**config.mk**
```make
export PLATFORM = sky130hd
export DESIGN_NAME = epmst_update
export DESIGN_NICKNAME = d
export VERILOG_FILES = /design/src/epmst_pkg.sv /design/src/epmst_update.sv
export SDC_FILE = /design/constraint.sdc
export NUM_CORES = 1
export LEC_CHECK = 0
export BUFFER_PORTS_ARGS = -buffer_cell sky130_fd_sc_hd__buf_2
export CAP_MARGIN = 25
export CORE_ASPECT_RATIO = 1.5
export CORE_UTILIZATION = 52
export CTS_BUF_LIST = sky130_fd_sc_hd__clkbuf_2 sky130_fd_sc_hd__clkbuf_4 sky130_fd_sc_hd__clkbuf_8
export DETAILED_ROUTE_END_ITERATION = 10
export GPL_TIMING_DRIVEN = 0
export PLACE_DENSITY = 0.82
export SETUP_SLACK_MARGIN = 0.02
export SLEW_MARGIN = 20
export SYNTH_ARGS = -nofsm -noshare
export SYNTH_HDL_FRONTEND = slang
export SYNTH_SLANG_ARGS = --single-unit
```
**constraint.sdc**
```tcl
create_clock -name clk -period 8.6 [get_ports clk]
set_clock_uncertainty 0.1 [all_clocks]
set_input_delay 0.43 -clock clk [delete_from_list [all_inputs] [get_ports clk]]
set_output_delay 0.43 -clock clk [all_outputs]
set_load 0.05 [all_outputs]
```
**src/epmst_pkg.sv**
```systemverilog
// ----------------------------------------------------------------------------
// epmst_pkg
// shared widths, types and state codes of the 3d prim spanning tree block
// ----------------------------------------------------------------------------
package epmst_pkg;

    // default point capacity
    localparam int MAX_POINTS_DEF = 64;

    // coordinate, squared distance and id widths
    localparam int COORD_W = 20;
    localparam int SQ_W    = 2 * COORD_W;
    localparam int DIST_W  = SQ_W + 2;
    localparam int ID_W    = 7;

    typedef logic [COORD_W-1:0] coord_t;
    typedef logic [SQ_W-1:0]    sq_t;
    typedef logic [DIST_W-1:0]  dist_t;
    typedef logic [ID_W-1:0]    id_t;

    // no squared distance reaches this value
    localparam dist_t DIST_INF = '1;

    typedef struct packed {
        coord_t x;
        coord_t y;
        coord_t z;
    } point_t;

    // what travels with each candidate down the distance pipeline
    typedef struct packed {
        logic   skip;
        dist_t  best;
        point_t pt;
    } tag_t;

    typedef enum logic [2:0] {
        ST_LOAD,
        ST_ROOT,
        ST_SWEEP,
        ST_DRAIN,
        ST_EMIT
    } state_t;

endpackage

```
**src/epmst_update.sv**
```systemverilog
// ----------------------------------------------------------------------------
// epmst_update
// relaxes each point's best tree distance and tracks the sweep minimum
// ----------------------------------------------------------------------------
module epmst_update #(
    parameter int MAX_POINTS = epmst_pkg::MAX_POINTS_DEF
) (
    input  logic                                       clk,
    input  logic                                       rst_n,
    input  logic                                       start,
    input  logic [$clog2(MAX_POINTS)-1:0]              k_idx,
    input  logic                                       valid_in,
    input  epmst_pkg::tag_t                            tag_in,
    input  logic [$clog2(MAX_POINTS)-1:0]              idx_in,
    input  logic [$clog2(MAX_POINTS)-1:0]              par_in,
    input  epmst_pkg::dist_t                           dist_in,
    output logic                                       wr_en,
    output logic [$clog2(MAX_POINTS)-1:0]              wr_addr,
    output logic [epmst_pkg::DIST_W+$clog2(MAX_POINTS)-1:0] wr_data,
    output logic [$clog2(MAX_POINTS)-1:0]              min_idx,
    output logic [$clog2(MAX_POINTS)-1:0]              min_par,
    output epmst_pkg::point_t                          min_pt,
    output logic                                       busy
);

    localparam int IW = $clog2(MAX_POINTS);

    logic              take;
    epmst_pkg::dist_t  best_next;
    logic [IW-1:0]     par_next;
    logic              s4_valid_reg;
    logic              s4_skip_reg;
    epmst_pkg::dist_t  s4_best_reg;
    logic [IW-1:0]     s4_par_reg;
    logic [IW-1:0]     s4_idx_reg;
    epmst_pkg::point_t s4_pt_reg;
    logic              better;
    logic              found_reg;
    epmst_pkg::dist_t  min_dist_reg;
    logic [IW-1:0]     min_idx_reg;
    logic [IW-1:0]     min_par_reg;
    epmst_pkg::point_t min_pt_reg;

    // relax: closer, or equally close to a lower tree index
    always_comb
    begin
        take = (dist_in < tag_in.best) || ((dist_in == tag_in.best) && (k_idx < par_in));
        best_next = take ? dist_in : tag_in.best;
        par_next  = take ? k_idx : par_in;
    end

    always_ff @(posedge clk or negedge rst_n)
    begin
        if (!rst_n)
        begin
            s4_valid_reg <= 1'b0;
        end
        else
        begin
            s4_valid_reg <= valid_in;
        end
    end

    always_ff @(posedge clk)
    begin
        s4_skip_reg <= tag_in.skip;
        s4_best_reg <= best_next;
        s4_par_reg  <= par_next;
        s4_idx_reg  <= idx_in;
        s4_pt_reg   <= tag_in.pt;
    end

    // write back the relaxed entry of a point still outside the tree
    assign wr_en   = s4_valid_reg && !s4_skip_reg;
    assign wr_addr = s4_idx_reg;
    assign wr_data = {s4_best_reg, s4_par_reg};

    // running minimum over (distance, parent); lower index wins on a full tie
    assign better = s4_valid_reg && !s4_skip_reg
                 && (!found_reg || (s4_best_reg < min_dist_reg)
                     || ((s4_best_reg == min_dist_reg) && (s4_par_reg < min_par_reg)));

    always_ff @(posedge clk or negedge rst_n)
    begin
        if (!rst_n)
        begin
            found_reg <= 1'b0;
        end
        else if (start)
        begin
            found_reg <= 1'b0;
        end
        else if (better)
        begin
            found_reg <= 1'b1;
        end
    end

    always_ff @(posedge clk)
    begin
        if (better)
        begin
            min_dist_reg <= s4_best_reg;
            min_idx_reg  <= s4_idx_reg;
            min_par_reg  <= s4_par_reg;
            min_pt_reg   <= s4_pt_reg;
        end
    end

    assign min_idx = min_idx_reg;
    assign min_par = min_par_reg;
    assign min_pt  = min_pt_reg;
    assign busy    = s4_valid_reg;

endmodule

```
# Word-level counts from Yosys, hierarchy flattened
# Cells that the tools add are included.
[op_classes]
muxes = 4
n_lt_le_gt_ge = 4
reduce_logical = 10
n_eq_ne = 2
[ops]
columns = ["cell", "count"]
rows = [
  ["42-bit == test", 2],
  ["42-bit < comparator", 2],
  ["42-bit 2-to-1 mux", 1],
  ["6-bit < comparator", 2],
  ["6-bit 2-to-1 mux", 1],
  ["1-bit logical AND", 4],
  ["1-bit logical OR", 3],
  ["1-bit zero test", 2],
  ["1-bit 2-to-1 mux", 2],
  ["2-bit nonzero test", 1],
]
[totals]
ff_bits = 231
out_inout_bits = 128
word_cells = 35
inputBits = 167

# Depth between registers and ports, before layout
[logic_depth]
depth_word = 6
ltp_mapped = 11
depth_no_buf = 9

# Worst setup path after synthesis
# No wires, ideal clock.
[synth_path]
kind = "reg2reg"
start = "register s4_valid_reg, in the netlist busy"
end = "register min_dist_reg[0], enable pin"
t_arrival_ps = 6173
path_stages_with_launch = 3
setup_ps = 617
n_path_buf = 0
synth_period_minus_slack_ps = 6890
required_ps = 7883
slack_ps = 1710
path_cell_list = "dfrtp_1 > nand2b_1 > o211ai_1"
[synth_via]
elab_chain_len = 2
[synth_lines]
columns = ["element", "line", "source"]
rows = [
  ["from (decl)", "epmst_update.sv:31", "logic s4_valid_reg;"],
  ["from (signal assigned)", "epmst_update.sv:60", "s4_valid_reg <= valid_in;"],
  ["1-bit logical AND", "epmst_update.sv:79", "assign better = s4_valid_reg && !s4_skip_reg"],
  ["1-bit logical AND", "epmst_update.sv:80", "&& (!found_reg || (s4_best_reg < min_dist_reg)"],
  ["named net better", "epmst_update.sv:37", "logic better;"],
  ["to (signal assigned)", "epmst_update.sv:103", "min_dist_reg <= s4_best_reg;"],
  ["to (decl)", "epmst_update.sv:39", "epmst_pkg::dist_t min_dist_reg;"],
]
# The timed path passes the listed nets, and every way through them passes these cells.
# A chain may end at the register's enable or synchronous reset.

# Worst setup path in the final report
[layout_path]
start = "register min_dist_reg[3]"
end = "register min_pt_reg, in the netlist min_pt[39], enable pin"
[layout_via]
elab_chain_len = 4
word_cells_on_any_way = 6
cone_classes = "order compare (1); eq/ne (1); reduce/logical (4)"
[layout_lines]
columns = ["element", "line", "source"]
rows = [
  ["42-bit < comparator or 42-bit == test (tied branches)", "epmst_update.sv:80, epmst_update.sv:81", ""],
  ["1-bit logical OR or 1-bit logical AND (tied branches)", "epmst_update.sv:80, epmst_update.sv:81", ""],
  ["1-bit logical OR (*)", "epmst_update.sv:81", "|| ((s4_best_reg == min_dist_reg) && (s4_par_reg < min_par_reg)));"],
  ["1-bit logical AND (*)", "epmst_update.sv:80", ""],
  ["named net better", "epmst_update.sv:37", ""],
  ["to (signal assigned)", "epmst_update.sv:106", "min_pt_reg <= s4_pt_reg;"],
  ["to (decl)", "epmst_update.sv:42", "epmst_pkg::point_t min_pt_reg;"],
]
# The timed path passes the listed nets; every way through them passes the cells marked *.

==> metrics.cfg <==
[hold_path]
holdCritPathClass = input port to flop

[yosys]
synth-xor-area-share_pct = 0
synth_ff_type = dfxtp_1
synth_cell_type_count = 33
synthArstFlopShare_pct = 0.8658
yosys_register_bits = 231
synth_area_um2 = 8753
synth_nets = 877
synthTopCellsByCount = dfxtp_1 (115), edfxtp_1 (114), inv_1 (98)
synthTopCellsByArea = edfxtp_1 (39%), dfxtp_1 (26%), ha_1 (13%)
synthAdderAreaFrac_pct = 13.44
synth_edf_count = 114
synth.most_common_cell = dfxtp_1
yosysTopAreaCell = edfxtp_1
yosysWarnings = 0
synth_compound_area_share_pct = 5.946
yosysTopAreaCellShare_pct = 39.11
synth_seq_area_share_pct = 65.98
synthMuxAreaShare_pct = 6.175
yosys.area_share.simple_pct = 3.702
synthCells = 616
syn_area_per_cell_um2 = 14.21
synth_top_family_by_area = adder cells

[critical_path]
crit_required_ns = 8.68
worstPathArrival_ns = 4.02
path_class = flop to flop
endpoint_kind = flop
startpoint_type = flop
critPathMaxFanout = 10

[timing]
finalHoldViolations = 0
max_freq_mhz = 254.1
rsz0062_at_grt = false
setup_viol = 0
period_share_pct = 45.76
min_period_ns = 3.936
layout_setup_ws_ns = 4.664
drv_slew = 0
setup_tns_ns = 0
worstMarginPinSlew_ns = 0.6540
slew_headroom_pct = 56.00

[floorplan]
design.core.area_um2 = 16330
die_w_um = 107.9
io_pins = 295
rows = 57
die_area_um2 = 17370
die_h_um = 160.9
start_util_pct = 53.60

[finish]
syn2layout_area_growth_pct = 37.26
postLayoutCoreUtil_pct = 73.57
final_nets = 1294
fin_area_um2 = 12020
drive_gt1_share_pct = 38.37

[global_routing]
grt_use_total_pct = 22.77
grt_pass1_wl_mm = 30.35
first_global_vias = 6465
grt_overflow = 0
met3_usage_pct = 5.073
grt_use_met1_pct = 23.08
grt_max_degree = 11
antenna_found_initial = 2
top_usage_layer = met2
use_met2_pct = 43.24

[clocking]
cts_buffers = 35
cts_buffer_depth = 3
ctsResizeCount = 0
root_buffer = clkbuf_8
cts.clk_slew.worst_paths_ns = 0.06
clkSinkCount = 231
cts_tree = built
clkLatencyLatePin_ns = 0.50
cts-htree-levels = 2

[routing]
drt_iter0_drc = 197
vias = 6209
via_per_inst = 4.908
drt-pass1-iter-count = 4
wl_per_cell_um = 15.61
drt_wl_total_mm = 19.74
antenna_left = 0
drc = 0

[power_and_ir_drop]
peakVddDrop_mv = 0.1719
power_density_nw_per_um2 = 230.1
leakagePower_uw = 0.005816

[place]
gp_congestion = 0.8747
placement.io_buffers = 294
dp_hpwl_mm = 14.47
place_ws_ns = 4.658
place_area_um2 = 10610

[job]
maxCapViolCount = 0

[outcome]
status = finished clean

-- final cells by class --
cell class	instances	area [um2]
Antenna cell	1	2.502
Buffer	5	48.80
Clock buffer	54	661.9
Clock inverter	8	43.79
Fill cell	1075	4317
Inverter	98	367.9
Multi-Input combinational cell	282	2561
Sequential cell	231	5776
Tap cell	206	257.7
Timing Repair Buffer	380	2296
-- final timing paths --
| kind | start | endpoint | slack, ns | cells past startpoint |
|---|---|---|---|---|
| min reg2reg | s4_pt_reg[35]$_DFF_P_ | min_pt[35]$_DFFE_PP_ | 0.29 | 0 |
| min | k_idx[0] | s4_par_reg[0]$_DFF_P_ | 0.05 | 2 |
| max reg2reg | min_dist_reg[3]$_DFFE_PP_ | min_pt[39]$_DFFE_PP_ | 4.66 | 14 |
| max | min_dist_reg[3]$_DFFE_PP_ | min_pt[39]$_DFFE_PP_ | 4.66 | 14 |
| min in group asynchronous | rst_n | found_reg$_DFFE_PN0P_ | 0.15 | 2 |
| max in group asynchronous | rst_n | busy$_DFF_PN0_ | 8.15 | 2 |
-- repair_timing --
| action | 4_1_cts | 5_1_grt |
|---|---|---|
| hold buffers | 70 | 0 |
| hold endpoints to repair | 71 | 0 |
| setup buffers | 0 | 0 |
-- metrics by stage --
step                      total power [uW]  hold slack [ns]  cells
after floorplan                       1712          0.03441    616
after global placement                1864           0.1161   1116
after detailed placement              1874           0.1191   1132
after CTS                             2784          0.02652   1264
after global routing                  2885          0.03456   1265
final                                 2765          0.04601   1265
-- critical path, stage by stage, from the launching register on --
cell	delay (ns)
edfxtp_1	0.36
inv_1	0.06
ha_1	0.23
a21o_1	0.18
a21o_1	0.17
a211oi_1	0.27
o21ai_0	0.14
a221oi_1	0.45
o221ai_1	0.22
o211ai_1	0.33
buf_4	0.29
buf_4	0.20
buf_4	0.20
buf_4	0.21
buf_4	0.19
-- kinds of logic after synthesis --
logic type,after synthesis
and+or+nand+nor,59
DFF,231
AOI/OAI and AO/OA,81
adders and majority gates,94
muxes,48
buffers and inverters,103
-- where the power goes --
part	switching, uW	total, uW	leakage [uW]	internal, uW
combinational	375	570	0.00336	195
clock	393	885	0.000378	492
sequential	42.1	1310	0.00208	1270
total	810	2760	0.00582	1950
-- cell usage in the layout (no fill, tap or decap), types with 2 or more instances in the layout --
master,n
dlygate4sd3_1,70
a21o_1,25
clkbuf_4,13
clkinv_1,2
ha_1,94
mux2_2,28
nor4_1,3
nand3_1,7
or4_1,2
a211oi_1,5
dfrtp_1,2
clkbuf_8,41
nand2_1,12
nor3_1,3
a221oi_1,2
o21ai_0,11
a221o_1,2
mux2_1,20
buf_6,4
buf_2,294
nand2b_1,4
dfxtp_1,115
buf_4,17
nand4_1,19
a21oi_1,28
nor2_1,7
edfxtp_1,114
clkinv_2,4
inv_1,98
-- layer usage --
metal	part of all wire (%)	up-vias
met3	6.3	52
met4	3.6	2
met1	37	2863
met5	0.081	-
met2	53	244
li1	-	3048
No activity file was read; power rests on OpenSTA's default activity.
