$ cat src/epmst_ram.sv
// ----------------------------------------------------------------------------
// epmst_ram
// simple dual port ram, one write port, one read port with registered data
// ----------------------------------------------------------------------------
module epmst_ram #(
    parameter int W = 8,
    parameter int D = 64
) (
    input  logic                 clk,
    input  logic                 wr_en,
    input  logic [$clog2(D)-1:0] wr_addr,
    input  logic [W-1:0]         wr_data,
    input  logic [$clog2(D)-1:0] rd_addr,
    output logic [W-1:0]         rd_data
);

    logic [W-1:0] mem [D];

    // write port
    always_ff @(posedge clk)
    begin
        if (wr_en)
        begin
            mem[wr_addr] <= wr_data;
        end
    end

    // registered read port
    always_ff @(posedge clk)
    begin
        rd_data <= mem[rd_addr];
    end

endmodule

$ cat config.mk
export PLATFORM = sky130hd
export DESIGN_NAME = epmst_ram
export DESIGN_NICKNAME = d
export VERILOG_FILES = /design/src/epmst_ram.sv
export SDC_FILE = /design/constraint.sdc
export NUM_CORES = 1
export LEC_CHECK = 0
export BUFFER_PORTS_ARGS = -buffer_cell sky130_fd_sc_hd__buf_2
export CAP_MARGIN = 20
export CORE_ASPECT_RATIO = 0.9
export CORE_MARGIN = 4
export CORE_UTILIZATION = 30
export CTS_CLUSTER_SIZE = 24
export DETAILED_ROUTE_END_ITERATION = 16
export GPL_ROUTABILITY_DRIVEN = 0
export SETUP_SLACK_MARGIN = 0.4
export SLEW_MARGIN = 20
export SYNTH_ARGS = -nofsm -noshare
export SYNTH_HDL_FRONTEND = slang
export SYNTH_SLANG_ARGS = --single-unit
$ cat constraint.sdc
create_clock -name clk -period 6 [get_ports clk]
set_clock_uncertainty 0.15 [all_clocks]
set_input_delay 0.9 -clock clk [delete_from_list [all_inputs] [get_ports clk]]
set_output_delay 0.9 -clock clk [all_outputs]
set_load 0.01 [all_outputs]
### Word level (Yosys, flattened, before mapping)

Memory sizes are Yosys's and may differ from the RTL's. A register that Yosys moved wholly into a read port is not among the register bits.
Cells that the tools add are included.

* muxes and demuxes: 2

Operators with widths (count)
* 1-bit 2-to-1 mux: 2

* output and inout port bits: 8
* RAM bits: 512
* register bits after elaboration: 0
* word-level logic and storage cells: 3
* memories: 1

Memories
* mem: depth 64, width 8, rd ports 1, clocked after Yosys merged registers in 1, write ports 1, line 17 `logic [W-1:0] mem [D];`

### Longest topological paths before layout

Gate-level depths: netlist (run 1).

* depth in word-level cells: 2
* mapped depth: 9

### Least setup slack after synthesis (run 1)

No wires, ideal clock.

* path type: input to register
* start: input rd_addr[1]
* end: register rd_data[3], read port of mem
* library setup time: 128 ps
* arrival time: 2440 ps
* data required time: 5722 ps
* path slack: 3282 ps
* cell stages on the path: 7
* path through: buf_4 -> buf_2 -> buf_2 -> mux4_2 -> mux4_2 -> o21ai_1 -> o41ai_1

RTL lines
* from (decl): line 13 `input logic [$clog2(D)-1:0] rd_addr,`
* to (decl): line 14 `output logic [W-1:0] rd_data`

==> results of run 1 <==
## cell families (layout without fill, tap and decap cells)
group | count (synthesis) | after routing | share of synthesized area [%]
compound gates | 54 | 54 | 2.07
buf+inv | 51 | 140 | 1.57
flops | 520 | 520 | 77.0
mux | 162 | 162 | 15.9
other cells | 0 | 6 | 0
simple gates | 153 | 153 | 3.39
## cell usage after synthesis, types with 2 or more instances
cell type  count  share of area (%)
a2111oi_0      2              0.087
a211oi_1       4               0.15
a21oi_1        3              0.074
a221oi_1       6               0.26
a22oi_1        3               0.11
buf_1          4              0.074
buf_12         2               0.20
buf_2         11               0.27
buf_4         13               0.48
buf_6          4               0.22
clkbuf_1      17               0.32
dfxtp_1        8               0.79
edfxtp_1     512                 76
mux2_2        13               0.73
mux2i_1       23                1.1
mux4_2       126                 14
nand2_1       19               0.35
nand2b_1       7               0.22
nand3_1       13               0.32
nand3b_1       3               0.11
nand4_1        2              0.062
nor2_1        83                1.5
nor2b_1       14               0.43
nor3_1         7               0.17
nor4_1         2              0.062
o2111ai_1      3               0.13
o21a_1         2              0.074
o21ai_0        2              0.050
o21ai_1        2              0.050
o221a_2        2               0.11
o221ai_1       8               0.35
o22ai_1        8               0.25
o2bb2ai_1      3               0.13
o32ai_1        2              0.087
o41ai_1        2              0.087
## per-layer routing
| layer | track usage [%] | part of all wire [%] |
|---|---|---|
| met4 | 3.64 | 2.1 |
| met2 | 19.4 | 46 |
| met5 | 0 | 0.046 |
| met1 | 18.6 | 44 |
| met3 | 3.22 | 7.8 |
## sequential cells by signal (all words and copies together) (netlist names)
signal,cells
mem,512
rd_data,8
## where the power goes
group / switching [uW] / leakage [uW] / internal [uW]
clock network: 1330 / 0.000871 / 2010
registers: 15.0 / 0.00467 / 4020
logic: 230 / 0.00148 / 135
## per-stage QoR
stage                     instances  worst slack (ns)  utilization (%)
after floorplan                 940              3.28                -
after global placement         1797              2.19             32.1
after detailed placement       1797              2.15             32.1
after CTS                      1893              2.79             34.8
after global routing           1893              2.65             34.8
final                          1899              2.73             34.8
## critical path, stage by stage
cell and delay [ns]:
buf_2 0.36, buf_4 0.49, nand2b_1 0.45, a211oi_1 0.09, nor4_1 0.75, nor3_1 0.20, o32ai_1 0.35
## final cells by class
cell class | instances | area share (%)
Timing Repair Buffer | 44 | 1.27
Clock buffer | 65 | 6.14
Clock inverter | 31 | 1.54
Antenna cell | 6 | 0.0653
Tap cell | 864 | 4.70
Sequential cell | 520 | 67.5
Multi-Input combinational cell | 369 | 18.8
## path summary, 6_finish.rpt
| check | endpoint | slack (ns) | depth (start not counted) | start |
|---|---|---|---|---|
| setup / recovery | rd_data[6] | 2.73 | 7 | rd_addr[3] |
| hold / removal | rd_data[2] | 0.58 | 3 | rd_addr[5] |
| setup reg to reg | rd_data[6] | 3.83 | 5 | mem[20][6] |
| hold reg to reg | rd_data[2] | 0.69 | 4 | mem[18][2] |
==> out/metrics.yaml, run 1 <==
layout:
  syn2layout_area_growth_pct: 14.1
  fill_cells: 6077
  multi_input_area_sq_mm: 0.00432
  design_area_sq_mm: 0.0230
  layout.area.seq_sq_mm: 0.0155
  drive_above_1_share_pct: 25.9
  final_cell_mix: "edfxtp_1, mux4_2, nor2_1, clkbuf_16"
  layout_commonest_cell: "edfxtp_1"
  nets: 1010
timing:
  max_freq_mhz: 306
  tightest_slew_ns: 0.989
  tns_ns: 0
  fin_crit_sh_pct: 54.5
  fin_crit_ns: 3.27
  rsz0062_at_grt: "no"
  setup_viol: 0
  maxSlewViolCount: 0
  finalHoldViolCount: 0
  hold_ws_ns: 0.577
  relSlewSlack_pct: 33.8
critical_path:
  path_class: "primary input to register"
  crit_path_end_kind: "register"
  startpoint_type: "primary input"
  cp_data_required_time_ns: 6.33
  crit_arrival_ns: 3.59
  critPathMaxFanout: 34
synthesis:
  netlist_area_sq_mm: 0.0202
  syn_area_per_cell_sq_um: 21.5
  synth_edf_count: 512
  ys_seq_area_share_pct: 77.0
  syn_inst: 940
  ys.flop_type: "edfxtp_1"
  yosys_warnings: 0
  ys_types: 40
  ys_async_sr_fraction_pct: 0
  synth_nets: 962
  ys_seq_elements: 520
floorplan:
  start_util_pct: 30.5
  fp.dieH_um: 254
  ios: 30
  die_w_um: 281
  core_area_sq_mm: 0.0660
  die_area_sq_mm: 0.0714
  rows: 89
run_status:
  status: "finished, final reports clean"
drt:
  viasPerCell: 5.02
  wire_per_inst_um: 24.0
  drcViolationCount: 0
  routed_wl_um: 45600
  vias: 9533
  ant_nets: 0
  drt_iter0_markers: 1089
  dr.pass1.iters: 5
placed_design:
  place_area_sq_mm: 0.0212
  hpwl_um: 27200
  io_buffers: 29
global_route:
  grt_overflow: 0
  grt_pass1_wl_um: 67900
  antenna_found_initial: 6
  grt_start_max_net_pins: 77
  first_global_vias: 9676
  track_usage_pct: 12.9
power:
  power_density_mw_per_mm2: 336
  power.leakage_uw: 0.00702
  finalPower_uw: 7740
  peakVddDrop_v: 0.000198
worst_hold_path:
  min_path_type: "primary input to register"
clock_network:
  root_buffer: "clkbuf_16"
  cts_setup_buffers: 0
  cts_buffers: 53
  cts_resized: 0
  cts_tree: "built"
  clk_pin_slew_ns: 0.06
  cts.htree.levels: 2
  clock_path_buffers: 3
  worst_skew_pair.late_latency_ns: 0.59
  hold_buffers: 0
  cts_sinks: 520
job:
  cap_violations: 0
Note: power is estimated with default switching activity, not from simulation.
==> inputs of run 2 (changes only) <==
--- a/config.mk
+++ b/config.mk
@@ -5,6 +5,7 @@
 export SDC_FILE = /design/constraint.sdc
 export NUM_CORES = 1
 export LEC_CHECK = 0
+export ABC_AREA = 1
 export BUFFER_PORTS_ARGS = -buffer_cell sky130_fd_sc_hd__buf_2
 export CAP_MARGIN = 20
 export CORE_ASPECT_RATIO = 0.9
==> constraint.sdc (replaced) <==
create_clock -name clk -period 3.3 [get_ports clk]
set_clock_uncertainty 0.15 [all_clocks]
set_input_delay 0.495 -clock clk [delete_from_list [all_inputs] [get_ports clk]]
set_output_delay 0.495 -clock clk [all_outputs]
set_load 0.01 [all_outputs]
==> run 2 against run 1 <==
Compared with the run above: worst setup slack worse by 1.5 ns; wire length up 20%; critical endpoint is now mem[14][0]; combinational power up 140%; largest power group unchanged; highest routed layer unchanged; power up 85%; register-to-register slack worse by 2.1 ns; sequential power up 82%; design area up 5.5%; flip-flop and latch count unchanged; via count up 43%; clock power up 84%; clock-buffer cell count unchanged.
==> out/metrics.yaml, run 2 <==
timing:
  fin_crit_ns: 2.07
  fin_crit_sh_pct: 62.8
  max_freq_mhz: 483
  hold_ws_ns: 0.111  # -0.466 ns
  relSlewSlack_pct: 35.0  # +1.2 points
  maxSlewViolCount: 0  # unchanged
  tightest_slew_ns: 0.971  # -0.0183 ns
  rsz0062_at_grt: "no"
  finalHoldViolCount: 0  # unchanged
  tns_ns: 0  # unchanged
  setup_viol: 0  # unchanged
clock_network:
  hold_buffers: 0  # unchanged
  root_buffer: "clkbuf_16"
  cts_setup_buffers: 0  # unchanged
  cts_resized: 0  # unchanged
  cts_sinks: 520  # unchanged
  cts_buffers: 51  # -3.8%
  clk_pin_slew_ns: 0.06  # about the same
  cts.htree.levels: 2  # unchanged
  clock_path_buffers: 3  # unchanged
  worst_skew_pair.late_latency_ns: 0.59  # about the same
  cts_tree: "built"
layout:
  reg_top3: "mem: 512 flops, rd_data: 8 flops"
  syn2layout_area_growth_pct: 13.8
  nets: 1864  # +85%
  post-route-util_pct: 34.6  # -0.26 points
  largest_register: "mem"
  largest_register_ffs: 512  # unchanged
  drive_above_1_share_pct: 9.40  # -16 points
  layout_commonest_cell: "nand2_1"
  final_cell_mix: "nand2_1, edfxtp_1, nand3_1, buf_4, nor2_1"
  design_area_sq_mm: 0.0243  # +5.5%
critical_path:
  critPathMaxFanout: 9  # -74%
  path_class: "primary input to register"
  cp_num_buf_inv: 3  # +1
  cp_cell_sequence: "buf_2 -> inv_1 -> nand4_1 -> buf_4 -> nor2_1"
  cp_top_family: "simple AND/OR/NAND/NOR gates"
  cp_slowest_cell: "nor2_1"
  crit_path_end_kind: "register"
  cp_slowest_stage_delay_ns: 0.58  # -0.17 ns
  cp_data_required_time_ns: 3.36  # -2.97 ns
  crit_arrival_ns: 2.13  # -1.46 ns
  startpoint_type: "primary input"
drt:
  vias: 13700  # +43%
  viasPerCell: 4.84  # -3.6%
  wire_per_inst_um: 19.3  # -20%
  drt_iter0_markers: 1761  # +62%
  drcViolationCount: 0  # unchanged
  ant_nets: 0  # unchanged
  routed_wl_um: 54600  # +20%
  dr.pass1.iters: 5  # unchanged
power:
  power.switching_uw: 3100  # +97%
  power_density_mw_per_mm2: 590  # +75%
  finalPower_uw: 14300  # +85%
  combinationalPowerShare_pct: 6.0  # +1.3 points
  p_clk_share_pct: 42.8  # -0.3 points
  power.leakage_uw: 0.00862  # +23%
  pwr-share-seq_pct: 51.3  # -0.9 points
  switching_share_pct: 21.6  # +1.3 points
  peakVddDrop_v: 0.000412  # +110%
  intPower_uw: 11200  # +82%
synthesis:
  synth_common_cells: "nand2_1, edfxtp_1, nand3_1"
  syn_area_per_cell_sq_um: 11.8  # -45%
  synth_edf_count: 512  # unchanged
  ys.flop_type: "edfxtp_1"
  synth_nets: 1827  # +90%
  yosys_warnings: 0  # unchanged
  ys_async_sr_fraction_pct: 0  # unchanged
  ys_seq_elements: 520  # unchanged
  netlist_area_sq_mm: 0.0213  # +5.8%
  yosysMostFrequentCell: "nand2_1"
  syn_inst: 1805  # +92%
  ys_seq_area_share_pct: 72.8  # -4.2 points
  synth_top_area_cell: "edfxtp_1"
  synth_top_area_share_pct: 72.0  # -4.2 points
  synth_area_leaders: "edfxtp_1, nand2_1, nand3_1"
  ys_types: 16  # -60%
global_route:
  track_usage_pct: 14.4  # +1.6 points
  grt_pass1_wl_um: 83100  # +22%
  use_met1_pct: 20.9  # +2.3 points
  use_met3_pct: 4.03  # +0.81 points
  antenna_found_initial: 9  # +3
  grt_overflow: 0  # unchanged
  top_usage_layer: "met2"
  grt_start_max_net_pins: 156  # +100%
  first_global_vias: 13400  # +38%
  use_met2_pct: 21.6  # +2.2 points
placed_design:
  hpwl_um: 32200  # +18%
  io_buffers: 29  # unchanged
  place_area_sq_mm: 0.0225  # +6.0%
floorplan:
  rows: 92  # +3.4%
  ios: 30  # unchanged
  die_area_sq_mm: 0.0755  # +5.6%
  die_w_um: 289  # +2.8%
  start_util_pct: 30.4  # -0.15 points
  core_area_sq_mm: 0.0702  # +6.3%
  fp.dieH_um: 261  # +2.8%
worst_hold_path:
  min_path_type: "primary input to register"
run_status:
  status: "finished, final reports clean"
job:
  cap_violations: 0  # unchanged
run 2: cell types whose count changed in the layout (fill, tap and decap cells not counted), moves of 8 or more:
cell | before | now
mux4_2 | 126 | 0
nor2_1 | 83 | 56
inv_1 | 0 | 9
mux2i_1 | 23 | 0
nand2_1 | 19 | 648
o22ai_1 | 8 | 0
buf_12 | 1 | 10
buf_4 | 19 | 59
o221ai_1 | 8 | 0
nor2b_1 | 14 | 0
mux2_2 | 13 | 0
nand3_1 | 13 | 439
run 2: metrics by stage:
stage / setup WS [ns] / instances
6_report: 1.23 / 2826
3_5_place_dp: 0.642 / 2729
3_3_place_gp: 0.727 / 2729
5_1_grt: 1.12 / 2824
2_1_floorplan: 0.889 / 1805
4_1_cts: 1.28 / 2823
run 2: tightest hold or removal path: cells and delay by family:
family | cells | cell delay, ns
buffers and inverters | 1 | 0.16
and+or+nand+nor | 2 | 0.15
run 2: kinds of logic (layout without fill, tap and decap cells):
kind of cell           count (synthesis)  after routing  synth area share [%]
other                                  0              3                     0
and+or+nand+nor                     1160           1160                  23.2
buffers and inverters                125            203                  4.02
DFF                                  520            520                  72.8
run 2: power groups by stage:
stage | clock network [uW] | registers (uW) | logic (uW)
finish | 6130 | 7340 | 859
CTS | 6240 | 7340 | 860
detailed placement | 0 | 7480 | 857
global placement | 0 | 7480 | 846
global route | 6530 | 7340 | 950
floorplan | 0 | 7470 | 514
run 2: cell type report:
type,count,area (sq um)
Fill cell,6953,45900
Sequential cell,520,15500
Multi-Input combinational cell,1160,4950
Clock buffer,65,1400
Tap cell,940,1180
Timing Repair Buffer,97,790
Clock inverter,29,372
Inverter,12,52.6
Antenna cell,3,7.51
run 2: routing by layer:
metal / wire length, um / vias up / share of wire, %
li1: - / 6421 / -
met1: 24600 / 6649 / 45
met2: 23800 / 515 / 44
met3: 5210 / 79 / 9.5
met4: 889 / 10 / 1.6
met5: 59 / - / 0.11
run 2: path summary, 6_finish.rpt:
kind           endpoint       start  slack, ns  cells after the start
min reg2reg  rd_data[2]  mem[14][2]       0.72                      8
max          mem[14][0]  wr_addr[0]       1.23                      5
min          rd_data[2]  rd_addr[5]       0.11                      3
max reg2reg  rd_data[4]  mem[63][4]       1.77                      8
