===== src/epmst_pkg.sv =====
// ----------------------------------------------------------------------------
// epmst_pkg
// shared widths, types and state codes of the 3d prim spanning tree block
// ----------------------------------------------------------------------------
package epmst_pkg;

    // default point capacity
    localparam int MAX_POINTS_DEF = 64;

    // coordinate, squared distance and id widths
    localparam int COORD_W = 20;
    localparam int SQ_W    = 2 * COORD_W;
    localparam int DIST_W  = SQ_W + 2;
    localparam int ID_W    = 7;

    typedef logic [COORD_W-1:0] coord_t;
    typedef logic [SQ_W-1:0]    sq_t;
    typedef logic [DIST_W-1:0]  dist_t;
    typedef logic [ID_W-1:0]    id_t;

    // no squared distance reaches this value
    localparam dist_t DIST_INF = '1;

    typedef struct packed {
        coord_t x;
        coord_t y;
        coord_t z;
    } point_t;

    // what travels with each candidate down the distance pipeline
    typedef struct packed {
        logic   skip;
        dist_t  best;
        point_t pt;
    } tag_t;

    typedef enum logic [2:0] {
        ST_LOAD,
        ST_ROOT,
        ST_SWEEP,
        ST_DRAIN,
        ST_EMIT
    } state_t;

endpackage


===== src/epmst_dist.sv =====
// ----------------------------------------------------------------------------
// epmst_dist
// three stage squared distance pipeline: abs difference, square, sum
// ----------------------------------------------------------------------------
module epmst_dist #(
    parameter int MAX_POINTS = epmst_pkg::MAX_POINTS_DEF
) (
    input  logic                          clk,
    input  logic                          rst_n,
    input  epmst_pkg::point_t             k_pt,
    input  logic                          valid_in,
    input  epmst_pkg::tag_t               tag_in,
    input  logic [$clog2(MAX_POINTS)-1:0] idx_in,
    input  logic [$clog2(MAX_POINTS)-1:0] par_in,
    output logic                          valid_out,
    output epmst_pkg::tag_t               tag_out,
    output logic [$clog2(MAX_POINTS)-1:0] idx_out,
    output logic [$clog2(MAX_POINTS)-1:0] par_out,
    output epmst_pkg::dist_t              dist_out,
    output logic                          busy
);

    localparam int IW = $clog2(MAX_POINTS);

    logic                  s1_valid_reg, s2_valid_reg, s3_valid_reg;
    epmst_pkg::tag_t       s1_tag_reg, s2_tag_reg, s3_tag_reg;
    logic [IW-1:0]         s1_idx_reg, s2_idx_reg, s3_idx_reg;
    logic [IW-1:0]         s1_par_reg, s2_par_reg, s3_par_reg;
    epmst_pkg::coord_t     dx_next, dy_next, dz_next;
    epmst_pkg::coord_t     dx_reg, dy_reg, dz_reg;
    epmst_pkg::sq_t        sqx_next, sqy_next, sqz_next;
    epmst_pkg::sq_t        sqx_reg, sqy_reg, sqz_reg;
    epmst_pkg::dist_t      dist_next, dist_reg;

    // absolute coordinate differences against the newest tree point
    always_comb
    begin
        dx_next = (tag_in.pt.x > k_pt.x) ? tag_in.pt.x - k_pt.x : k_pt.x - tag_in.pt.x;
        dy_next = (tag_in.pt.y > k_pt.y) ? tag_in.pt.y - k_pt.y : k_pt.y - tag_in.pt.y;
        dz_next = (tag_in.pt.z > k_pt.z) ? tag_in.pt.z - k_pt.z : k_pt.z - tag_in.pt.z;
    end

    // squares and their sum
    always_comb
    begin
        sqx_next  = epmst_pkg::SQ_W'(dx_reg) * epmst_pkg::SQ_W'(dx_reg);
        sqy_next  = epmst_pkg::SQ_W'(dy_reg) * epmst_pkg::SQ_W'(dy_reg);
        sqz_next  = epmst_pkg::SQ_W'(dz_reg) * epmst_pkg::SQ_W'(dz_reg);
        dist_next = epmst_pkg::DIST_W'(sqx_reg) + epmst_pkg::DIST_W'(sqy_reg)
                  + epmst_pkg::DIST_W'(sqz_reg);
    end

    // stage valid bits
    always_ff @(posedge clk or negedge rst_n)
    begin
        if (!rst_n)
        begin
            s1_valid_reg <= 1'b0;
            s2_valid_reg <= 1'b0;
            s3_valid_reg <= 1'b0;
        end
        else
        begin
            s1_valid_reg <= valid_in;
            s2_valid_reg <= s1_valid_reg;
            s3_valid_reg <= s2_valid_reg;
        end
    end

    // stage payload
    always_ff @(posedge clk)
    begin
        s1_tag_reg <= tag_in;
        s1_idx_reg <= idx_in;
        s1_par_reg <= par_in;
        dx_reg     <= dx_next;
        dy_reg     <= dy_next;
        dz_reg     <= dz_next;
        s2_tag_reg <= s1_tag_reg;
        s2_idx_reg <= s1_idx_reg;
        s2_par_reg <= s1_par_reg;
        sqx_reg    <= sqx_next;
        sqy_reg    <= sqy_next;
        sqz_reg    <= sqz_next;
        s3_tag_reg <= s2_tag_reg;
        s3_idx_reg <= s2_idx_reg;
        s3_par_reg <= s2_par_reg;
        dist_reg   <= dist_next;
    end

    assign valid_out = s3_valid_reg;
    assign tag_out   = s3_tag_reg;
    assign idx_out   = s3_idx_reg;
    assign par_out   = s3_par_reg;
    assign dist_out  = dist_reg;
    assign busy      = s1_valid_reg | s2_valid_reg | s3_valid_reg;

endmodule


===== config.mk =====
export PLATFORM = sky130hd
export DESIGN_NAME = epmst_dist
export DESIGN_NICKNAME = d
export VERILOG_FILES = /design/src/epmst_pkg.sv /design/src/epmst_dist.sv
export SDC_FILE = /design/constraint.sdc
export NUM_CORES = 2
export LEC_CHECK = 0
export BUFFER_PORTS_ARGS = -buffer_cell sky130_fd_sc_hd__buf_4
export CAP_MARGIN = 20
export CORE_ASPECT_RATIO = 0.75
export CORE_UTILIZATION = 50
export CTS_CLUSTER_DIAMETER = 60
export DETAILED_ROUTE_END_ITERATION = 8
export GPL_ROUTABILITY_DRIVEN = 0
export PLACE_DENSITY = 0.68
export SLEW_MARGIN = 20
export SYNTH_ARGS = -nofsm -noshare
export SYNTH_HDL_FRONTEND = slang
export SYNTH_SLANG_ARGS = --single-unit

===== constraint.sdc =====
create_clock -name clk -period 8 [get_ports clk]
set_clock_uncertainty 0.15 [all_clocks]
set_input_delay 0.4 -clock clk [delete_from_list [all_inputs] [get_ports clk]]
set_output_delay 0.4 -clock clk [all_outputs]
set_load 0.005 [all_outputs]

---- Word level (Yosys, flattened, before mapping) ----
Index checks and enable logic that the tools add are counted.
storage, ports and cells
  register bits after elaboration ......... 570
  logic and storage cells ................. 50
operators by class
  $add $sub $neg .......................... 8
  bitwise operators ....................... 2
  multipliers ............................. 3
  $lt $le $gt $ge ......................... 3
  mux-type cells .......................... 3
operators with widths
  operator                                        count
  20-bit by 20-bit multiplier with 40-bit output  3
  20-bit subtractor                               6
  20-bit greater-than comparator                  3
  20-bit 2-to-1 mux                               3
  41-bit by 40-bit adder with 42-bit output       1
  40-bit by 40-bit adder with 41-bit output       1
  1-bit OR                                        2

---- Depth between registers and ports, before layout ----
  depth in word-level cells ............... 2
  depth in mapped cells ................... 28
  gate-level depth less buffers ........... 26

---- Worst setup path before layout ----
No wires, ideal clock.
  kind .................................... register -> register
  start ................................... register dx_reg[8]
  end ..................................... register sqx_reg[35]
  setup slack ............................. 1142 ps
  arrival ................................. 6581 ps
  stages on the path, launching flop included .. 27
  path buffers ............................ 2
  required time ........................... 7723 ps
  cells stage by stage .................... dfxtp_1 -> clkbuf_1 -> buf_1 -> nand2_1 -> fa_1 -> inv_1 -> fa_1 -> fa_1 -> fa_1 -> inv_1 -> fa_1 -> inv_1 -> fa_1 -> inv_1 -> fa_1 -> inv_1 -> ha_1 -> a211oi_1 -> nand2_1 -> a21oi_1 -> o22ai_1 -> o21ai_0 -> nor2_1 -> o21a_1 -> a21oi_1 -> o21ai_0 -> xor2_1
between the ends
  longest elaborated chain between the ends .. 1
RTL lines
  item                                            line              RTL
  start: declaration                              epmst_dist.sv:30  epmst_pkg::coord_t dx_reg, dy_reg, dz_reg;
  start signal: assignment                        epmst_dist.sv:76  dx_reg <= dx_next;
  20-bit by 20-bit multiplier with 40-bit output  epmst_dist.sv:46  sqx_next = epmst_pkg::SQ_W'(dx_reg) * epmst_pkg::SQ_W'(dx_reg);
  net sqx_next[35]                                epmst_dist.sv:31  epmst_pkg::sq_t sqx_next, sqy_next, sqz_next;
  end signal: assignment                          epmst_dist.sv:82  sqx_reg <= sqx_next;
  end: declaration                                epmst_dist.sv:32  epmst_pkg::sq_t sqx_reg, sqy_reg, sqz_reg;
The timed path passes the listed nets, and every way through them passes these cells.

---- Worst setup path after layout ----
  start ................................... register dy_reg[6]
  end ..................................... register sqy_reg[34]
between the ends
  longest elaborated chain between the ends .. 1
RTL lines
  item                                            line              RTL
  start: declaration                              epmst_dist.sv:30
  start signal: assignment                        epmst_dist.sv:77  dy_reg <= dy_next;
  20-bit by 20-bit multiplier with 40-bit output  epmst_dist.sv:47  sqy_next = epmst_pkg::SQ_W'(dy_reg) * epmst_pkg::SQ_W'(dy_reg);
  net sqy_next[34]                                epmst_dist.sv:31
  end signal: assignment                          epmst_dist.sv:83  sqy_reg <= sqy_next;
  end: declaration                                epmst_dist.sv:32
The timed path passes the listed nets, and every way through them passes these cells.

==> results.md <==
- The number of register bits inferred by synthesis is 567.
- TritonCTS created 61 clock buffers.
- The die is 381.7 µm wide.
- The critical path goes through inv_1 -> nor2_1 -> fa_1 -> inv_1 -> fa_1 -> fa_1 -> inv_1 -> fa_1 -> fa_1 -> fa_1 -> fa_1 -> ha_1 -> a21oi_1 -> o21ai_1 -> a21o_1 -> a2111oi_0 -> or3_1 -> a21oi_2 -> o221ai_1 -> o21bai_1 -> a31oi_1 -> xnor2_1.
- The total vias in the final route is 37.36k.
- The count of final hold-check violations is 0.
- TritonCTS built the clock tree.
- The starting density of the core is 50.41%.
- The final number of max-transition violations is 0.
- For the pin with the worst max-slew slack, the measured transition is 0.8997 ns.
- Yosys mapped a number of flops with a built-in enable equal to 0.
- Of all flip-flops after synthesis, the portion carrying an async set or reset was less than 1%.
- The final HPWL from detailed placement is 101600 µm.
- The buffer type at the clock tree root is sky130_fd_sc_hd__clkbuf_16.
- Yosys attributes the largest share of cell area to sky130_fd_sc_hd__fa_1 33%, sky130_fd_sc_hd__dfxtp_1 21%, sky130_fd_sc_hd__ha_1 14%.
- The required time reported for the critical path endpoint is around 8.4 ns.
- Counting instances, the worst hold path has a depth of 4.
- The overflow left after global routing is 0.
- At the later pin of the worst-skew pair, clock insertion delay measures 0.68 ns.
- CTS saw approximately 570 sinks.
- The number of failing setup endpoints in the final timing report is 0.
- The share of Yosys cell area claimed by the top area cell type is between 30% and 40%.
- The repair_antennas step left the layout with diodes totalling 0.
- The worst hold path terminates at dx_reg[19].
- In the final routed layout, each cell accounts on average for 16.64 µm.
- The startpoint identified for the worst register-to-register timing path is dy_reg[6].
- After synthesis, the most frequently instantiated cells are 1207 x sky130_fd_sc_hd__inv_1, 882 x sky130_fd_sc_hd__fa_1, 615 x sky130_fd_sc_hd__ha_1.
- The overall routed net length is 122600 µm.
- The net count of the finished layout is 7559.
- For this run, design rule violations remaining after detail routing come to 0.
- The number of I/O port buffers is 336.
- STA classifies the critical path endpoint as a flop.
- The max-cap violation count is 0.
- The die is between 200 and 300 µm tall.
- The highest achievable clock rate is between 100 and 150 MHz.
- The number of global-route vias before repair is between 30k and 40k.
- The synthesized instance count is ~5.5k.
- The number of vias per cell after detailed routing is 5.071.
- The tightest min-delay check is of the primary input to flop type.
- In the global route stage, overall resource usage came out at 23.15%.
- The post-synthesis instance area is 54060 µm².
- The worst endpoint data arrival time is ~8 ns.
- The number of DRC violations after detailed-routing iteration 0 is 2186.
- The worst path uses 94.82% of the clock period.
- The clock tree synthesis step divided the H-tree into 2 levels.
- The synthesis warning total is 0.
- In the final layout, the share of cells above drive strength 1 is 9.602%.
- The maximum number of pins on one net before global-route repair is 31.
- Measured against its own limit, the worst slew margin works out to 39.94%.
- In this run the remaining antenna-violating nets after routing total 0.
- The final-layout setup total negative slack is 0 ns.
- The first global-routing pass estimated 204200 µm of wire.
- In this run the worst path has a maximum fanout of 18.
- The number of antenna violations at the first check in global routing is 9.
- The floorplan die area is 109400 µm².
- The depth of the worst register-to-register path is 22.
- The netlist uses 93 different library cells.
- Setup repair after global routing left no endpoint under its margin.
- The startpoint class of the critical path is a flop.
- The clock-pin slew reported for the worst setup and hold paths after clock tree synthesis is roughly 0.070 ns.
- Summed over all instances, the cell type with the most area after synthesis is sky130_fd_sc_hd__fa_1.
- The core area is between 100000 and 150000 µm².
- The run finished with clean final reports.
- The classification of the worst setup path is flop to flop.
- The worst-case clock buffer depth is 3.
- The most numerous cell on the critical path is sky130_fd_sc_hd__fa_1.
- After layout, the minimum clock period comes to about 7.6 ns.
- The area growth from synthesis to final layout is 13.93%.
- The sequential fraction of the synthesis area is about a fifth.
- The average cell area after synthesis is 9.900 µm².
- For this run, the leading register cell type out of synthesis is sky130_fd_sc_hd__dfxtp_1.
- For this design the top-level I/O count stands at 337.
- The slowest stage of the critical path is the sky130_fd_sc_hd__dfxtp_1 cell.
- The slack of the worst reg-to-reg path is 0.41 ns.
- The first-pass iteration count of the detailed router is 5.
- The stage delay of the slowest cell on the critical path is just over 0.8 ns.
- The most common cell in the synthesized netlist is sky130_fd_sc_hd__inv_1.
- The worst register-to-register path ends at sqy_reg[34].
- The startpoint identified for the worst hold timing path is k_pt[59].
- The row count is 104.
[worst max-delay path: cells and delay by family (launching register included)]
family	cells	cell delay, ns
buffers and inverters	3	0.39
AO/OA/AOI/OAI	8	1.81
XOR/XNOR	1	0.14
flip-flops	1	0.82
adder cells (fa/ha/maj)	8	3.67
AND/OR/NAND/NOR	2	0.51
[metrics by stage]
step / util [%] / hold slack, ns / cells / area (µm²) / setup WS (ns)
after floorplan: - / -0.04559 / 5462 / 54060 / 1.142
after global placement: 54.26 / 0.03894 / 7128 / 58170 / 0.7172
after detailed placement: 54.26 / 0.04389 / 7128 / 58170 / 0.4774
after CTS: 57.44 / 0.02981 / 7367 / 61580 / 0.4032
after global routing: 57.44 / 0.07655 / 7367 / 61580 / 0.09707
final: 57.44 / 0.07872 / 7367 / 61580 / 0.4143
[metal layers]
| layer | track usage (%) | routed length, µm | up-vias | share of wire, % |
|---|---|---|---|---|
| met4 | 4.340 | 1983 | 0 | 1.6 |
| met2 | 36.68 | 55200 | 1027 | 45 |
| met5 | 0 | 0 | - | 0 |
| li1 | - | - | 17710 | - |
| met1 | 33.51 | 56520 | 18490 | 46 |
| met3 | 3.969 | 8876 | 132 | 7.2 |
[kinds of logic after synthesis]
family / Yosys count / synth area share [%]
AOI/OAI and AO/OA: 701 / 8.453
xor gates and xnor gates: 252 / 4.083
adders and majority gates: 1498 / 46.92
buffers and inverters: 1369 / 9.608
DFF: 567 / 21.03
muxes: 26 / 0.4907
other: 1 / 0.006937
and+or+nand+nor: 1046 / 9.414
[placed cells by master (no fill, tap or decap), types with 120 or more instances in the layout]
master / n
sky130_fd_sc_hd__ha_1: 615
sky130_fd_sc_hd__dlygate4sd3_1: 124
sky130_fd_sc_hd__buf_4: 397
sky130_fd_sc_hd__xnor2_1: 163
sky130_fd_sc_hd__fa_1: 882
sky130_fd_sc_hd__and2_1: 224
sky130_fd_sc_hd__a21oi_1: 227
sky130_fd_sc_hd__nor2_1: 125
sky130_fd_sc_hd__a21o_1: 120
sky130_fd_sc_hd__dfxtp_1: 564
sky130_fd_sc_hd__inv_1: 1207
sky130_fd_sc_hd__nand2_1: 448
[worst max-delay path by stage]
stage	start	to	slack (ns)
after global placement	dz_reg[4]	sqz_reg[38]	0.72
after CTS	dy_reg[6]	sqy_reg[34]	0.40
after detailed placement	dy_reg[6]	sqy_reg[34]	0.48
after global routing	dx_reg[7]	sqx_reg[35]	0.1
after floorplan	dx_reg[8]	sqx_reg[35]	1.14
final	dy_reg[6]	sqy_reg[34]	0.41
[area by class of cell]
type	instances	area, µm²
Multi-Input combinational cell	3526	37510
Inverter	1207	4531
Tap cell	1431	1790
Timing Repair Buffer	521	4222
Clock inverter	38	511.7
Clock buffer	77	1657
Fill cell	9315	45640
Sequential cell	567	11370
[what timing repair did]
| item | 4_1_cts | 5_1_grt |
|---|---|---|
| buffers inserted | 0 | 0 |
| gates resized for setup | 0 | 0 |
| endpoints found under the setup margin | 0 | 0 |
| hold endpoints to repair | 133 | 0 |
| hold buffers | 124 | 0 |
Power is not shown: default switching activity piles up to over one toggle a cycle in this logic, so the estimate is an artifact.
